**config.mk**
```make
export PLATFORM = sky130hd
export DESIGN_NAME = rmsp_front
export DESIGN_NICKNAME = d
export VERILOG_FILES = /design/src/rtl/core/rmsp_pkg.sv /design/src/rtl/core/rmsp_front.sv
export SDC_FILE = /design/constraint.sdc
export NUM_CORES = 1
export LEC_CHECK = 0
export ABC_AREA = 1
export BUFFER_PORTS_ARGS = -buffer_cell sky130_fd_sc_hd__buf_4
export CAP_MARGIN = 25
export CORE_AREA = 2 2 77 79
export DETAILED_ROUTE_END_ITERATION = 16
export DIE_AREA = 0 0 79 81
export PLACE_DENSITY_LB_ADDON = 0.3
export SYNTH_ARGS = -nofsm -noshare
export SYNTH_HDL_FRONTEND = slang
export SYNTH_SLANG_ARGS = --single-unit
```
**constraint.sdc**
```tcl
create_clock -name vclk -period 1.65
set_input_delay 0.33 -clock vclk [all_inputs]
set_output_delay 0.33 -clock vclk [all_outputs]
set_load 0.01 [all_outputs]
```
**src/rtl/core/rmsp_pkg.sv**
```systemverilog
`timescale 1ns / 1ps
package rmsp_pkg;

  // register and field widths
  localparam int REG_W = 17;
  localparam int GW    = 32;
  localparam int MSW   = 31;
  localparam int NW    = REG_W + GW;   // width of |learning_rate * grad|

  localparam int FIFO_DEPTH = 4;
  localparam int FIFO_AW    = 2;
  localparam int FIFO_CW    = FIFO_AW + 1;

  localparam logic [REG_W-1:0] DECAY_RST = 17'd58982;
  localparam logic [REG_W-1:0] MOM_RST   = 17'd0;
  localparam logic [REG_W-1:0] EPS_RST   = 17'd1;
  localparam logic [REG_W-1:0] LR_RST    = 17'd655;

  localparam logic [MSW-1:0] MS_MAX = 31'h7FFF_FFFF;

  typedef enum logic [1:0] {
    REG_DECAY = 2'd0,
    REG_MOM   = 2'd1,
    REG_EPS   = 2'd2,
    REG_LR    = 2'd3
  } reg_idx_e;

  typedef struct packed {
    logic [REG_W-1:0] decay;
    logic [REG_W-1:0] mom;
    logic [REG_W-1:0] eps;
    logic [REG_W-1:0] lr;
  } cfg_t;

  typedef struct packed {
    logic [GW-1:0]        g_mag;
    logic                 g_neg;
    logic [MSW-1:0]       ms;
    logic signed [GW-1:0] mom;
    logic                 last;
  } item_t;

  typedef struct packed {
    logic full;
    logic empty;
  } fifo_stat_t;

endpackage

```
**src/rtl/core/rmsp_front.sv**
```systemverilog
`timescale 1ns / 1ps
module rmsp_front (
  input  logic                  in_valid_i,
  output logic                  in_stall_o,
  input  logic signed [31:0]    grad_in_i,
  input  logic [30:0]           mean_sq_in_i,
  input  logic signed [31:0]    momentum_in_i,
  input  logic                  last_in_i,
  input  rmsp_pkg::fifo_stat_t  fifo_stat_i,
  output logic                  push_o,
  output rmsp_pkg::item_t       item_o
);
  import rmsp_pkg::*;

  logic neg;

  // split the gradient into sign and magnitude for the unsigned multipliers
  assign neg            = grad_in_i[GW-1];
  assign item_o.g_neg   = neg;
  assign item_o.g_mag   = neg ? (~grad_in_i + 32'd1) : grad_in_i;
  assign item_o.ms      = mean_sq_in_i;
  assign item_o.mom     = momentum_in_i;
  assign item_o.last    = last_in_i;

  assign in_stall_o = fifo_stat_i.full;
  assign push_o     = in_valid_i && !fifo_stat_i.full;

endmodule

```
# After elaboration in Yosys (flattened, before gate mapping)
# Index checks and enable logic that the tools add are counted.
# classes
add_sub_neg	1
mux	1
bitwise_logic	1
reduce_logical	2
# ops
cell	count
$add 32x1->32 const B	1
$mux 32	1
$not 32->32	1
$logic_and 1x1->1	1
$logic_not 1->1	1
# totals
reg_bits	0
in_bits	99
output_inout_bits	99

# Depth between registers and ports, before layout
# logic_depth
ltp_word	3
mapped_depth	9
depth_no_buf	9

# Worst setup path before layout
# No wires, ideal clock.
# synth_path
kind	input -> output
from	in grad_in_i[1]
to	out item_o[75] (netlist bit)
arrival_time_ns	1.257
t_required_ns	1.320
path_slack_ns	0.063
path_stages	7
path_cell_list	inv_1 > ha_1 > nand3_2 > nor2_4 > nor2_4 > nor2_8 > xor2_1
# synth_rtl
item	line	text
from (decl)	rmsp_front.sv:5	input logic signed [31:0] grad_in_i,
to (decl)	rmsp_front.sv:11	output rmsp_pkg::item_t item_o

==> results.json <==
{
  "outcome": "finished, violations left",
  "violations": "setup timing",
  "maxSlewViolCount": 0,
  "drive_gt1_frac": 0.518,
  "synthXorXnorAreaFrac": 0.0759,
  "drtAntennaViolNets": 0,
  "final_util": 0.391,
  "switchingPower_uw": 292,
  "clkbuf_count": 0,
  "regArea_um2": 0,
  "die_area_um2": 6400,
  "synthMuxAreaShare": 0,
  "via_per_inst": 4.35,
  "setup_ws_ns": -0.0979,
  "yosysTopAreaCell": "buf_4",
  "num_io_pins": 198,
  "holdCritPathClass": "in -> out",
  "dp_hpwl_um": 3760,
  "crit_type": "in -> out",
  "first_global_vias": 1641,
  "dpl.cell_count": 386,
  "whs_path_depth": 0,
  "syn-num-nets": 389,
  "finalNonFillerCells": 388,
  "slew_headroom": 0.776,
  "synth_area_per_cell_um2": 5.59,
  "synth-simple-area-share": 0.496,
  "overflow": 0,
  "critPathArrivalTime_ns": 1.42,
  "worstHoldEndpoint": "item_o[13]",
  "synth_area_um2": 1620,
  "nFlopsAndLatches": 0,
  "slowest_delay_ns": 0.16,
  "critPathMaxFanout": 5,
  "worst-path-buf-inv": 5,
  "num_vias": 1687,
  "design_area_um2": 2220,
  "grt_start_max_net_pins": 13,
  "critPathRequiredTime_ns": 1.32,
  "die_h_um": 81,
  "tightestPinTransition_ns": 0.335,
  "grtUsageTotal": 0.137,
  "whs_ns": 0.660,
  "setup_viol": 20,
  "num-fill-cells": 631,
  "wl_per_cell_um": 11.9,
  "synth.area.top_cells": "buf_4 32%, nand2_1 19%, nor2_1 9.5%",
  "crit_family": "simple AND/OR/NAND/NOR gates",
  "hp-start": "momentum_in_i[12]",
  "start_util": 0.285,
  "first_pass_iters": 4,
  "cp_cell_sequence": "buf_8 -> inv_8 -> buf_6 -> nand3_4 -> buf_6 -> nor2_8 -> nand2_4 -> nand2_4 -> nand2_2 -> nand2_1 -> nand2_1 -> buf_6",
  "io_buffers": 69,
  "drcViolationCount": 0,
  "power_density_nw_per_um2": 264,
  "finalWirelength_um": 4610,
  "end_kind": "primary output",
  "synth_compound_area_frac": 0.0379,
  "critPathSlowestCell": "nor2_8",
  "num_antenna_cells": 0,
  "synth-adder-area-share": 0.00774,
  "p_seq_frac": 0,
  "antenna_found_initial": 0,
  "synth_cells": 289,
  "clock.fmax_mhz": 572,
  "hold_viol": 0,
  "synth_cell_types": 22,
  "placed_cell_area_um2": 1880,
  "core_area_um2": 5680,
  "drt-initial-drc-count": 43,
  "synth_top_area_share": 0.316,
  "clockPowerShare": 0,
  "vdd_drop_max_uv": 101,
  "layout_min_cycle_time_ns": 1.75,
  "row_count": 28,
  "cellInternalPower_uw": 293,
  "yosys_warnings": 0,
  "start_kind": "primary input",
  "p_leak_uw": 0.00115,
  "synth_top_family_by_area": "simple AND/OR/NAND/NOR gates",
  "sw_frac_of_total": 0.499,
  "synth-seq-area-share": 0,
  "fin_crit_sh": 1.06,
  "max_cap_viol_count": 0,
  "globalplace.congestion": 0.866,
  "hold_buffers": 0,
  "area_growth_pct": 37.4,
  "pwr-share-comb": 1.000,
  "dieWidth_um": 79,
  "rsz0062_at_grt": "yes",
  "cp_common_cell": "buf_6",
  "final_nets": 415,
  "grt_pass1_wl_um": 7280
}
stage by stage:
step,total power (uW),setup WS [ns],TNS [ns]
2_1_floorplan,390,0.0634,0
3_3_place_gp,497,-0.218,-3.52
3_5_place_dp,501,-0.250,-4.14
4_1_cts,552,-0.108,-1.23
5_1_grt,640,-0.178,-2.89
6_report,586,-0.0979,-1.10
layout make-up:
class	count	area, um^2	share of cell area
Timing Repair Buffer	94	792	0.357
Tap cell	75	93.8	0.0423
Inverter	26	110	0.0496
Multi-Input combinational cell	193	1220	0.552
how the worst max path moves through the flow:
| stage | cells after the start | slack [ns] | start | endpoint |
|---|---|---|---|---|
| 3_5_place_dp | 8 | -0.25 | grad_in_i[1] | item_o[81] |
| 6_report | 12 | -0.1 | grad_in_i[1] | item_o[90] |
| 2_1_floorplan | 7 | 0.06 | grad_in_i[1] | item_o[75] |
| 4_1_cts | 12 | -0.11 | grad_in_i[1] | item_o[84] |
| 5_1_grt | 11 | -0.18 | grad_in_i[1] | item_o[87] |
| 3_3_place_gp | 8 | -0.22 | grad_in_i[1] | item_o[81] |
cells in the final DEF (no fill, tap or decap), drive strengths merged, types with 2 or more instances in the layout:
cell / n
inv: 26
a21oi: 2
nand3b: 2
xnor2: 4
nor2: 53
nand3: 18
o21ai: 8
nand2: 91
buf: 94
nand4: 3
xor2: 10
timing repair:
item / in CTS / in global routing
endpoints found under the hold margin: 0 / 0
resized for setup: 42 / 48
pin swaps: 21 / 22
endpoints found under the setup margin: 28 / 28
buffers inserted: 0 / 2
cells by family after synthesis:
kind of cell,Yosys count
adder cells (fa/ha/maj),1
AND/OR/NAND/NOR,168
XOR/XNOR,14
AO/OA/AOI/OAI,10
buffers and inverters,96
metal layers:
metal,GRT usage,part of all wire
met5,0,0
met4,0.0379,0.021
met3,0.0267,0.073
met2,0.242,0.49
met1,0.170,0.41
cell usage after synthesis:
cell type  count
nor2_2         4
nand2_4        3
nor3_1         1
nand3_2        2
buf_4         68
nand4_1        3
nor2_8         2
o21ai_2        3
o21ai_0        5
ha_1           1
nand3_1       16
nor2_4         6
inv_2          2
nor2_1        41
a21oi_1        2
nand3b_1       2
inv_1         24
nand2_1       83
nand2_2        5
buf_2          2
xnor2_1        4
xor2_1        10
power by group through the flow:
stage / registers, uW / clock network (uW) / logic (uW)
final: 0 / 0 / 586
after floorplan: 0 / 0 / 390
after global routing: 0 / 0 / 640
after detailed placement: 0 / 0 / 501
after global placement: 0 / 0 / 497
after CTS: 0 / 0 / 552
No activity file was read; power rests on OpenSTA's default activity.
