## src/rtl/core/rmsp_pkg.sv

```systemverilog
`timescale 1ns / 1ps
package rmsp_pkg;

  // register and field widths
  localparam int REG_W = 17;
  localparam int GW    = 32;
  localparam int MSW   = 31;
  localparam int NW    = REG_W + GW;   // width of |learning_rate * grad|

  localparam int FIFO_DEPTH = 4;
  localparam int FIFO_AW    = 2;
  localparam int FIFO_CW    = FIFO_AW + 1;

  localparam logic [REG_W-1:0] DECAY_RST = 17'd58982;
  localparam logic [REG_W-1:0] MOM_RST   = 17'd0;
  localparam logic [REG_W-1:0] EPS_RST   = 17'd1;
  localparam logic [REG_W-1:0] LR_RST    = 17'd655;

  localparam logic [MSW-1:0] MS_MAX = 31'h7FFF_FFFF;

  typedef enum logic [1:0] {
    REG_DECAY = 2'd0,
    REG_MOM   = 2'd1,
    REG_EPS   = 2'd2,
    REG_LR    = 2'd3
  } reg_idx_e;

  typedef struct packed {
    logic [REG_W-1:0] decay;
    logic [REG_W-1:0] mom;
    logic [REG_W-1:0] eps;
    logic [REG_W-1:0] lr;
  } cfg_t;

  typedef struct packed {
    logic [GW-1:0]        g_mag;
    logic                 g_neg;
    logic [MSW-1:0]       ms;
    logic signed [GW-1:0] mom;
    logic                 last;
  } item_t;

  typedef struct packed {
    logic full;
    logic empty;
  } fifo_stat_t;

endpackage

```

## src/rtl/core/rmsp_fifo.sv

```systemverilog
`timescale 1ns / 1ps
module rmsp_fifo (
  input  logic                  clk_i,
  input  logic                  rst_ni,
  input  logic                  push_i,
  input  rmsp_pkg::item_t       item_i,
  input  logic                  pop_i,
  output rmsp_pkg::item_t       item_o,
  output rmsp_pkg::fifo_stat_t  stat_o
);
  import rmsp_pkg::*;

  item_t              mem [FIFO_DEPTH];
  logic [FIFO_AW-1:0] wr_ptr_q, wr_ptr_d;
  logic [FIFO_AW-1:0] rd_ptr_q, rd_ptr_d;
  logic [FIFO_CW-1:0] cnt_q, cnt_d;

  assign stat_o.full  = (cnt_q == FIFO_CW'(FIFO_DEPTH));
  assign stat_o.empty = (cnt_q == '0);
  assign item_o       = mem[rd_ptr_q];

  always_comb begin
    wr_ptr_d = push_i ? wr_ptr_q + 1'b1 : wr_ptr_q;
    rd_ptr_d = pop_i ? rd_ptr_q + 1'b1 : rd_ptr_q;
    cnt_d    = cnt_q + FIFO_CW'(push_i) - FIFO_CW'(pop_i);
  end

  always_ff @(posedge clk_i) begin
    if (push_i) begin
      mem[wr_ptr_q] <= item_i;
    end
  end

  always_ff @(posedge clk_i or negedge rst_ni) begin
    if (!rst_ni) begin
      wr_ptr_q <= '0;
      rd_ptr_q <= '0;
      cnt_q    <= '0;
    end else begin
      wr_ptr_q <= wr_ptr_d;
      rd_ptr_q <= rd_ptr_d;
      cnt_q    <= cnt_d;
    end
  end

endmodule

```

## config.mk

```make
export PLATFORM = sky130hd
export DESIGN_NAME = rmsp_fifo
export DESIGN_NICKNAME = d
export VERILOG_FILES = /design/src/rtl/core/rmsp_pkg.sv /design/src/rtl/core/rmsp_fifo.sv
export SDC_FILE = /design/constraint.sdc
export NUM_CORES = 1
export LEC_CHECK = 0
export BUFFER_PORTS_ARGS = -buffer_cell sky130_fd_sc_hd__buf_2
export CORE_UTILIZATION = 59
export CTS_BUF_LIST = sky130_fd_sc_hd__clkbuf_8
export DETAILED_ROUTE_END_ITERATION = 8
export PLACE_DENSITY = 0.82
export SYNTH_ARGS = -nofsm -noshare
export SYNTH_HDL_FRONTEND = slang
export SYNTH_SLANG_ARGS = --single-unit
```

## constraint.sdc

```tcl
create_clock -name clk_i -period 3.6 [get_ports clk_i]
set_input_delay 0.18 -clock clk_i [delete_from_list [all_inputs] [get_ports clk_i]]
set_output_delay 0.18 -clock clk_i [all_outputs]
set_load 0.05 [all_outputs]
```

Word-level counts from Yosys, hierarchy flattened. Memory sizes are Yosys's and may differ from the RTL's. Cells that the tools add are included.

Register bits after elaboration: 7. RAM bits: 388. Input port bits: 101. Output and inout port bits: 99. Logic and storage cells: 12. Memories: 1.

$add $sub $neg: 4. Equality and inequality tests: 1. Muxes and demuxes: 2. Reductions and logical operators: 1.

Memory list: mem (depth 4, bits a word 97, read ports 1, clocked after Yosys merged registers in 0, wr ports 1, line rmsp_fifo.sv:13) `item_t mem [FIFO_DEPTH];`.

Operators by type and width (count): $add 2x1->2 const B (2); $add 3x1->3 (1); $eq 3x3->1 const B (1); $logic_not 3->1 (1); $sub 3x1->3 (1); $mux 1 (2).

Longest topological paths before layout.
Depth after elaboration: 2. Mapped depth: 7. Depth with buffers taken out: 7.

Least setup slack after synthesis. OpenSTA, ideal clock, no wires.

Path kind: register to register. Start: register wr_ptr_q[0]. End: memory mem[0][0] (netlist name) (enable). Arrival time: 2.865 ns. Required time: 3.134 ns. Path slack: 0.269 ns. Cell stages (with the launch flop): 4. Path buffers: 0. Clock period less this slack: 3.331 ns. Path through: dfrtp_1 > inv_1 > ha_1 > and2_1.

RTL lines: from (decl) (line rmsp_fifo.sv:14) `logic [FIFO_AW-1:0] wr_ptr_q, wr_ptr_d;`; from (signal assigned) (line rmsp_fifo.sv:40) `wr_ptr_q <= wr_ptr_d;`; to (decl) (line rmsp_fifo.sv:13).

No word-level cell before the write port.

==> results.toml <==
[sta]
skew_ns = 0.0219
report.final.slew_viol_count = 0
finalCriticalPeriod_ns = 2.97
finalWorstSetupSlack_ns = 0.633
worst_slew_pin_slew_ns = 0.940
setup_tns_ns = 0
slew_headroom_pct = 37.3
rsz0062_at_grt = "no"
fin_crit_sh_pct = 82.4
max_freq_mhz = 337
setup_viol = 0
hold_viol_final = 0

[synth]
syn_inst = 541
yosysTopAreaCell = "edfxtp_1"
syn-num-nets = 649
synth_top_area_share_pct = 81.2
synth.distinct_cells = 18
ys_ff_latch = 395
synth_area_um2 = 14400
syn_area_per_cell_um2 = 26.5
synth_area_leaders = "edfxtp_1 (81%), mux4_2 (15%), dfrtp_1 (1.2%)"
seq_area_frac_synth_pct = 82.4
yosys_warnings = 0

[detailed_routing]
first_pass_iters = 4
first_iter_violations = 450
via_per_inst = 5.54
wl_per_cell_um = 22.2
vias = 6949
drc = 0
antenna_left = 0
drt_wl_total_um = 27800

[critical_path]
timing.critical_path.arrival_ns = 2.79
startpoint = "rd_ptr_q[0]"
cp.required_ns = 3.42
r2r_start = "wr_ptr_q[0]"
start_kind = "flop"
critical_path_class = "flop to primary output"
r2r_setup_slack_ns = 1.54
endpoint_kind = "primary output"
critPathMaxFanout = 45

[placement]
dp_slack_ns = 1.18
gp_congestion = 0.736
numPortBuffers = 199
dp_hpwl_um = 15800

[layout]
syn_to_final_growth_pct = 24.3
drive_gt1_share_pct = 40.7
final_common_cell = "edfxtp_1"
final_cell_mix = "edfxtp_1 (388), buf_2 (199), dlygate4sd3_1 (101), mux4_2 (97), clkbuf_8 (60)"
fin_util_pct = 75.3
fin_nets = 995

[pwr]
p_leak_nw = 6.30
ir_worst_vdd_uv = 735
cellPowerDensity_nw_per_um2 = 884

[cts]
cts-htree-levels = 2
cts_buffer_depth = 3
cts.sinks = 395
cts_buffers = 57
insertion_delay_ns = 0.59
clockRootBuffer = "clkbuf_8"
cts_tree = "done"
post_cts_buffers = 0
clk_pin_slew_ns = 0.06

[global_routing]
grt.total_usage_pct = 22.9
grt_pass1_vias = 7552
grt_pass1_wl_um = 41300
grtUsageMet3_pct = 5.37
grt-ovfl-total = 0
use_met1_pct = 28.6
grt_antenna_before_repair = 1
grt_use_met2_pct = 39.8
grt_max_degree = 58
busiest_layer = "met2"

[die]
core_area_um2 = 23700
die_y_um = 158
ios = 200
initial_core_util_pct = 60.6
dieArea_um2 = 25000
die_x_um = 158
std_cell_rows = 56

[hold_path]
worstHoldStart = "item_i[62]"
hold_path_class = "input pin to flop"

[run_status]
outcome = "completed"

[flow_run]
max_cap_viol_count = 0
-- layer usage --
metal,vias to the layer above,part of all wire (%)
li1,3031,-
met1,3602,39
met2,278,53
met3,38,7.0
met4,0,1.9
met5,-,0
-- metrics by stage --
stage	total power, W	instances	area [µm²]	hold slack (ns)
6_report	0.0158	1254	17800	0.350
5_1_grt	0.0164	1254	17800	0.327
4_1_cts	0.0159	1253	17800	0.311
3_5_place_dp	0.0126	1046	15800	0.0295
3_3_place_gp	0.0124	1046	15800	0.0144
2_1_floorplan	0.0112	541	14400	-0.116
-- sequential cells by signal (all words and copies together) (netlist names) --
name and cells:
mem 388, cnt_q 3, rd_ptr_q 2, wr_ptr_q 2
-- critical path: stages, from the launching register on --
cell     delay [ns]
dfrtp_4        1.00
buf_4          0.38
mux4_2         0.54
buf_2          0.23
-- report_power, final --
group	switching, W	leakage, nW	internal [W]
clock	0.00160	0.635	0.00162
sequential	0.000478	3.64	0.00602
combinational	0.00415	2.02	0.00190
-- synth_stat cells (all sizes together) --
cell type and count:
mux4 97, xnor2 3, fa 1, and3 1, nor3 1, dfrtp 7
clkbuf 6, edfxtp 388, ha 6, buf 16, and2 4, xor2 2
nand2 2, inv 6, o21ai 1
-- final timing paths --
| kind | endpoint | cells after the start |
|---|---|---|
| max | item_o[7] | 3 |
| min | mem[0][62] | 2 |
| max reg2reg | mem[0][94] | 4 |
| min reg2reg | wr_ptr_q[0] | 1 |
| max in group asynchronous | rd_ptr_q[0] | 3 |
| min in group asynchronous | cnt_q[2] | 3 |
-- cell type report --
| type | instances | area, µm² |
|---|---|---|
| sequential | 395 | 11800 |
| fill | 1302 | 5850 |
| multi-input combinational | 118 | 2380 |
| timing repair buffer | 309 | 2150 |
| clock buffer | 60 | 826 |
| tap | 319 | 399 |
| clock inverter | 46 | 219 |
| inverter | 6 | 22.5 |
| antenna | 1 | 2.50 |
-- logic make-up (layout without fill, tap and decap cells) --
logic type / count (synthesis) / count (layout) / synth area share [%]
AO/OA/AOI/OAI: 1 / 1 / 0.0348
XOR/XNOR: 5 / 5 / 0.305
adder cells (fa/ha/maj): 7 / 7 / 0.663
buffers and inverters: 28 / 421 / 1.07
flip-flops: 395 / 395 / 82.4
multiplexers: 97 / 97 / 15.2
other: 0 / 1 / 0
AND/OR/NAND/NOR: 8 / 8 / 0.305
-- repair_timing --
action	CTS	global route
resized for setup	0	0
endpoints found under the hold margin	400	0
hold buffers	101	0
Note: power is estimated with default switching activity, not from simulation.
